### src/lpd_pkg.sv
package lpd_pkg;

    typedef enum logic [1:0] {
        PH_HEADER  = 2'd0,
        PH_PAYLOAD = 2'd1,
        PH_HALT    = 2'd2
    } phase_t;

    typedef struct packed {
        logic [7:0] payload_byte;
        logic       frame_first;
        logic       frame_last;
        logic       length_error;
    } result_t;

endpackage

### src/length_prefix_deframer.sv
// channel   direction  fields
// s_        in         s_stream_byte[7:0]
// m_        out        m_payload_byte[7:0], m_frame_first, m_frame_last, m_length_error
//
// one byte transfer per cycle while s_ready is high; a payload or error result is built from
// its byte and the per-byte counter and shift, then registered before it shows on m_
// header bytes give no result, but a negative length halts with an error on its last and every later byte
// a two-entry result buffer keeps s_ready high while one result waits on m_ready
// aresetn is synchronous, active low, and returns the block to the header phase
module length_prefix_deframer #(
    parameter int HEADER_BYTES = 8
) (
    input  logic       aclk,
    input  logic       aresetn,
    input  logic       s_valid,
    output logic       s_ready,
    input  logic [7:0] s_stream_byte,
    output logic       m_valid,
    input  logic       m_ready,
    output logic [7:0] m_payload_byte,
    output logic       m_frame_first,
    output logic       m_frame_last,
    output logic       m_length_error
);

    logic             in_accept;
    logic             res_valid;
    lpd_pkg::result_t res;
    lpd_pkg::result_t m_data;

    assign in_accept = s_valid && s_ready;

    lpd_parser #(
        .HEADER_BYTES(HEADER_BYTES)
    ) u_parser (
        .aclk     (aclk),
        .aresetn  (aresetn),
        .in_accept(in_accept),
        .in_byte  (s_stream_byte),
        .res_valid(res_valid),
        .res      (res)
    );

    lpd_out_buf u_out_buf (
        .aclk     (aclk),
        .aresetn  (aresetn),
        .push     (res_valid),
        .push_data(res),
        .has_room (s_ready),
        .m_valid  (m_valid),
        .m_ready  (m_ready),
        .m_data   (m_data)
    );

    assign m_payload_byte = m_data.payload_byte;
    assign m_frame_first  = m_data.frame_first;
    assign m_frame_last   = m_data.frame_last;
    assign m_length_error = m_data.length_error;

endmodule

### src/lpd_parser.sv
module lpd_parser #(
    parameter int HEADER_BYTES = 8
) (
    input  logic             aclk,
    input  logic             aresetn,
    input  logic             in_accept,
    input  logic [7:0]       in_byte,
    output logic             res_valid,
    output lpd_pkg::result_t res
);

    localparam int HW    = HEADER_BYTES * 8;
    localparam int RW    = HW - 1;
    localparam int CNT_W = (HEADER_BYTES > 1) ? $clog2(HEADER_BYTES) : 1;

    lpd_pkg::phase_t phase_reg, phase_next;
    logic [HW-1:0]    shift_reg, shift_next;
    logic [CNT_W-1:0] seen_reg, seen_next;
    logic [RW-1:0]    remain_reg, remain_next;
    logic             first_reg, first_next;

    logic [HW+7:0] shift_wide;
    logic [HW-1:0] hdr_word;
    logic          hdr_done;
    logic          hdr_neg;
    logic          hdr_zero;
    logic          last;

    // header word as it stands once this byte is shifted in
    assign shift_wide = {shift_reg, in_byte};
    assign hdr_word   = shift_wide[HW-1:0];
    assign hdr_done   = (seen_reg == CNT_W'(HEADER_BYTES - 1));
    assign hdr_neg    = hdr_word[HW-1];
    assign hdr_zero   = (hdr_word == '0);
    assign last       = (remain_reg <= RW'(1));

    // next state
    always_comb begin
        phase_next = phase_reg;
        case (phase_reg)
            lpd_pkg::PH_HEADER: begin
                if (in_accept && hdr_done) begin
                    if (hdr_neg) begin
                        phase_next = lpd_pkg::PH_HALT;
                    end else if (hdr_zero) begin
                        phase_next = lpd_pkg::PH_HEADER;
                    end else begin
                        phase_next = lpd_pkg::PH_PAYLOAD;
                    end
                end
            end
            lpd_pkg::PH_PAYLOAD: begin
                if (in_accept && last) begin
                    phase_next = lpd_pkg::PH_HEADER;
                end
            end
            lpd_pkg::PH_HALT: begin
                phase_next = lpd_pkg::PH_HALT;
            end
            default: begin
                phase_next = lpd_pkg::PH_HALT;
            end
        endcase
    end

    // counters and header gather
    always_comb begin
        shift_next  = shift_reg;
        seen_next   = seen_reg;
        remain_next = remain_reg;
        first_next  = first_reg;
        if (in_accept && phase_reg == lpd_pkg::PH_HEADER) begin
            shift_next = hdr_word;
            if (hdr_done) begin
                seen_next   = '0;
                remain_next = hdr_word[RW-1:0];
                first_next  = 1'b1;
            end else begin
                seen_next = seen_reg + CNT_W'(1);
            end
        end else if (in_accept && phase_reg == lpd_pkg::PH_PAYLOAD) begin
            first_next  = 1'b0;
            remain_next = remain_reg - RW'(1);
        end
    end

    // outputs
    always_comb begin
        res_valid        = 1'b0;
        res.payload_byte = 8'd0;
        res.frame_first  = 1'b0;
        res.frame_last   = 1'b0;
        res.length_error = 1'b0;
        case (phase_reg)
            lpd_pkg::PH_HEADER: begin
                if (hdr_done && hdr_neg) begin
                    res_valid        = in_accept;
                    res.length_error = 1'b1;
                end
            end
            lpd_pkg::PH_PAYLOAD: begin
                res_valid        = in_accept;
                res.payload_byte = in_byte;
                res.frame_first  = first_reg;
                res.frame_last   = last;
            end
            default: begin
                res_valid        = in_accept;
                res.length_error = 1'b1;
            end
        endcase
    end

    always_ff @(posedge aclk) begin
        if (!aresetn) begin
            phase_reg <= lpd_pkg::PH_HEADER;
            seen_reg  <= '0;
            first_reg <= 1'b1;
        end else begin
            phase_reg <= phase_next;
            seen_reg  <= seen_next;
            first_reg <= first_next;
        end
    end

    always_ff @(posedge aclk) begin
        shift_reg  <= shift_next;
        remain_reg <= remain_next;
    end

endmodule

### src/lpd_out_buf.sv
module lpd_out_buf (
    input  logic             aclk,
    input  logic             aresetn,
    input  logic             push,
    input  lpd_pkg::result_t push_data,
    output logic             has_room,
    output logic             m_valid,
    input  logic             m_ready,
    output lpd_pkg::result_t m_data
);

    logic             out_valid_reg, out_valid_next;
    logic             skid_valid_reg, skid_valid_next;
    lpd_pkg::result_t out_reg, out_next;
    lpd_pkg::result_t skid_reg, skid_next;
    logic             pop;

    assign pop      = out_valid_reg && m_ready;
    assign has_room = !skid_valid_reg;
    assign m_valid  = out_valid_reg;
    assign m_data   = out_reg;

    always_comb begin
        out_valid_next  = out_valid_reg;
        skid_valid_next = skid_valid_reg;
        out_next        = out_reg;
        skid_next       = skid_reg;
        if (pop) begin
            if (skid_valid_reg) begin
                out_next        = skid_reg;
                skid_valid_next = 1'b0;
            end else if (push) begin
                out_next = push_data;
            end else begin
                out_valid_next = 1'b0;
            end
        end else if (push) begin
            // result register busy: park the new result in the skid slot
            if (out_valid_reg) begin
                skid_next       = push_data;
                skid_valid_next = 1'b1;
            end else begin
                out_next       = push_data;
                out_valid_next = 1'b1;
            end
        end
    end

    always_ff @(posedge aclk) begin
        if (!aresetn) begin
            out_valid_reg  <= 1'b0;
            skid_valid_reg <= 1'b0;
        end else begin
            out_valid_reg  <= out_valid_next;
            skid_valid_reg <= skid_valid_next;
        end
    end

    always_ff @(posedge aclk) begin
        out_reg  <= out_next;
        skid_reg <= skid_next;
    end

endmodule

### config.mk
export PLATFORM = sky130hd
export DESIGN_NAME = length_prefix_deframer
export DESIGN_NICKNAME = d
export VERILOG_FILES = /design/src/lpd_pkg.sv /design/src/length_prefix_deframer.sv /design/src/lpd_parser.sv /design/src/lpd_out_buf.sv
export SDC_FILE = /design/constraint.sdc
export NUM_CORES = 1
export LEC_CHECK = 0
export BUFFER_PORTS_ARGS = -buffer_cell sky130_fd_sc_hd__buf_2
export CAP_MARGIN = 25
export CORE_ASPECT_RATIO = 0.7
export CORE_UTILIZATION = 40
export DETAILED_ROUTE_END_ITERATION = 16
export PLACE_DENSITY = 0.55
export SETUP_SLACK_MARGIN = 0.4
export SLEW_MARGIN = 40
export SYNTH_ARGS = -nofsm -noshare
export SYNTH_HDL_FRONTEND = slang
export SYNTH_SLANG_ARGS = --single-unit
### constraint.sdc
create_clock -name aclk -period 3.15 [get_ports aclk]
set_input_delay 0.1575 -clock aclk [delete_from_list [all_inputs] [get_ports aclk]]
set_output_delay 0.1575 -clock aclk [all_outputs]
set_load 0.1 [all_outputs]
==> flow_summary.json <==
{
  "setup_viol": 0,
  "critical_path_required_ns": 3.30,
  "status": "finished clean",
  "hold_path_class": "in2reg",
  "overflow": 0,
  "cts_buffers": 17,
  "power_w": 0.00434,
  "htree_levels": 4,
  "seq_area_frac_synth_pct": 63.8,
  "cts-root-buf": "clkbuf_16",
  "p_per_area_nw_per_um2": 537,
  "fmax_mhz": 374,
  "io_buffers": 24,
  "r2r_end": "u_parser.remain_reg[54]$_DFFE_PP_",
  "die_y_um": 112,
  "start_util_pct": 41.5,
  "cp-start-kind": "flop",
  "path_class": "reg2reg",
  "die_area_um2": 17800,
  "hold_end": "u_parser.shift_reg[7]$_DFFE_PP_",
  "yosys_warnings": 0,
  "clockBufferDepth": 2,
  "r2r_setup_slack_ns": 0.48,
  "final_area_um2": 8080,
  "drive_gt1_share_pct": 18.6,
  "finalWeightedCongestion": 0.805,
  "wl_per_cell_um": 18.6,
  "layout.nets": 625,
  "yosys-top-cells-count": "edfxtp_1 (141), nand2_1 (60), nor2_1 (42), xnor2_1 (42), nor4_1 (39)",
  "syn2layout_area_growth_pct": 17.2,
  "hp-start": "s_stream_byte[7]",
  "place_hpwl_um": 10600,
  "end_kind": "flop",
  "synth_top_area_share_pct": 61.4,
  "via_count": 4623,
  "yosys.area.top_type": "edfxtp_1",
  "coreArea_um2": 16600,
  "worstMarginPinSlew_ns": 0.657,
  "first_iter_violations": 440,
  "drv_cap": 0,
  "synth.area.top_cells": "edfxtp_1 (61%), xnor2_1 (5.3%), nor4_1 (3.5%)",
  "dpl-instance-area_um2": 7350,
  "nFillCells": 1460,
  "netlist-cell-type-count": 49,
  "slew_headroom_pct": 56.1,
  "finalCritPeriodShare_pct": 84.9,
  "worstPathArrival_ns": 2.83,
  "post-route-min-period_ns": 2.67,
  "slew_violations": 0,
  "diodes": 0,
  "cts.sinks": 149,
  "synth_seq_cells": 149,
  "avgSynthCellArea_um2": 12.2,
  "antenna_left": 0,
  "routed_wl_um": 15800,
  "grt_setup_unrepaired": "yes",
  "max-vdd-ir-drop_mv": 0.342,
  "fp.dieW_um": 159,
  "final-hold-violation-count": 0,
  "clock_latency_ns": 0.41,
  "tritoncts": "built",
  "viasPerCell": 5.46,
  "holdPathStages": 1,
  "yosysMostFrequentCell": "edfxtp_1",
  "crit_path_max_fanout": 8,
  "grt_util_all_layers_pct": 18.4,
  "ioPinCount": 25,
  "async_flop_share_pct": 0,
  "reg2reg_depth": 7,
  "multiInputGateArea_um2": 2460,
  "antenna_found_initial": 0,
  "synth_enable_flop_cells": 141,
  "ys.flop_type": "edfxtp_1",
  "core.rowCount": 39,
  "syn_inst": 563,
  "rr_startpoint": "u_parser.remain_reg[8]$_DFFE_PP_",
  "grt_pass1_wl_um": 25100,
  "largest_reg_flops": 63,
  "ff_latch_area_um2": 4390,
  "p_leak_nw": 2.62,
  "first_pass_iters": 5,
  "tns_ns": 0,
  "grt_pass1_vias": 4434,
  "grt_start_max_net_pins": 67,
  "syn_nets": 579,
  "netlist_area_um2": 6890,
  "drcViolationCount": 0,
  "crit_start": "u_parser.remain_reg[8]$_DFFE_PP_",
  "clk_pin_slew_ns": 0.06,
  "finClkSkew_ns": 0.0122
}
## worst max path at each step
stage / depth (start not counted) / endpoint
4_1_cts: 9 / u_parser.remain_reg[36]$_DFFE_PP_
6_report: 7 / u_parser.remain_reg[54]$_DFFE_PP_
3_3_place_gp: 8 / u_parser.remain_reg[36]$_DFFE_PP_
5_1_grt: 7 / u_parser.remain_reg[54]$_DFFE_PP_
2_1_floorplan: 4 / u_parser.remain_reg[0]$_DFFE_PP_
3_5_place_dp: 8 / u_parser.remain_reg[36]$_DFFE_PP_
## through the flow
step	cells	worst slack (ns)	utilization (%)	hold slack [ns]
final	847	0.476	48.7	0.0155
after detailed placement	805	0.230	44.3	0.396
after global placement	805	0.307	44.3	0.391
after CTS	844	0.404	48.2	0.00421
after floorplan	563	0.514	-	0.256
after global routing	847	0.346	48.7	0.0106
## power by group
part           internal, W  leakage (nW)  switching [W]  total, W
sequential         0.00221          1.40      0.0000430   0.00226
clock              0.00115         0.291       0.000817   0.00196
combinational    0.0000416         0.929      0.0000800  0.000122
total              0.00340          2.62       0.000940   0.00434
## worst max-delay path: stages (launching register included)
cell and delay, ns:
edfxtp_1 0.46, or3_1 0.44, nor4b_4 0.29, buf_4 0.21
nand4_2 0.32, nor4b_1 0.44, xnor2_1 0.16, o21ai_0 0.09
## layout make-up
| cell class | count | share of cell area, % |
|---|---|---|
| inverter | 6 | 0.310 |
| clock inverter | 10 | 0.805 |
| multi-input combinational | 386 | 30.4 |
| timing repair buffer | 49 | 4.31 |
| clock buffer | 22 | 6.27 |
| tap | 225 | 3.49 |
| sequential | 149 | 54.4 |
## cell families (layout without fill, tap and decap cells)
group	after synthesis	after routing	synth area share, %
fa+ha+maj	4	4	0.726
simple gates	232	232	18.5
compound gates	85	85	6.83
mux	10	10	1.63
flops	149	149	63.8
buf+inv	28	87	1.58
xor+xnor	55	55	6.99
## timing repair
item	4_1_cts	5_1_grt
pin swaps	1	0
gates resized for setup	1	10
buffers inserted	1	3
hold endpoints to repair	6	0
endpoints found under the setup margin	9	23
hold buffers	6	0
## routing by layer
layer | share of wire (%) | vias up | GRT usage [%]
met5 | 0 | - | 0
met4 | 0.91 | 0 | 5.58
met3 | 4.7 | 15 | 3.20
met2 | 42 | 98 | 24.9
met1 | 53 | 2289 | 29.4
li1 | - | 2221 | -
## cells in the final DEF (no fill, tap or decap), types with 8 or more instances in the layout
cell type and n:
nor4_1 34, edfxtp_1 141, xor2_1 13, mux2_2 10, clkbuf_16 19, or3_1 10
dfxtp_1 8, buf_2 24, xnor2_1 42, nand2_1 60, a21oi_1 19, nor3_1 18
and2_1 11, buf_4 17, o21ai_0 38, nor2_1 42
No activity file was read; power rests on OpenSTA's default activity.
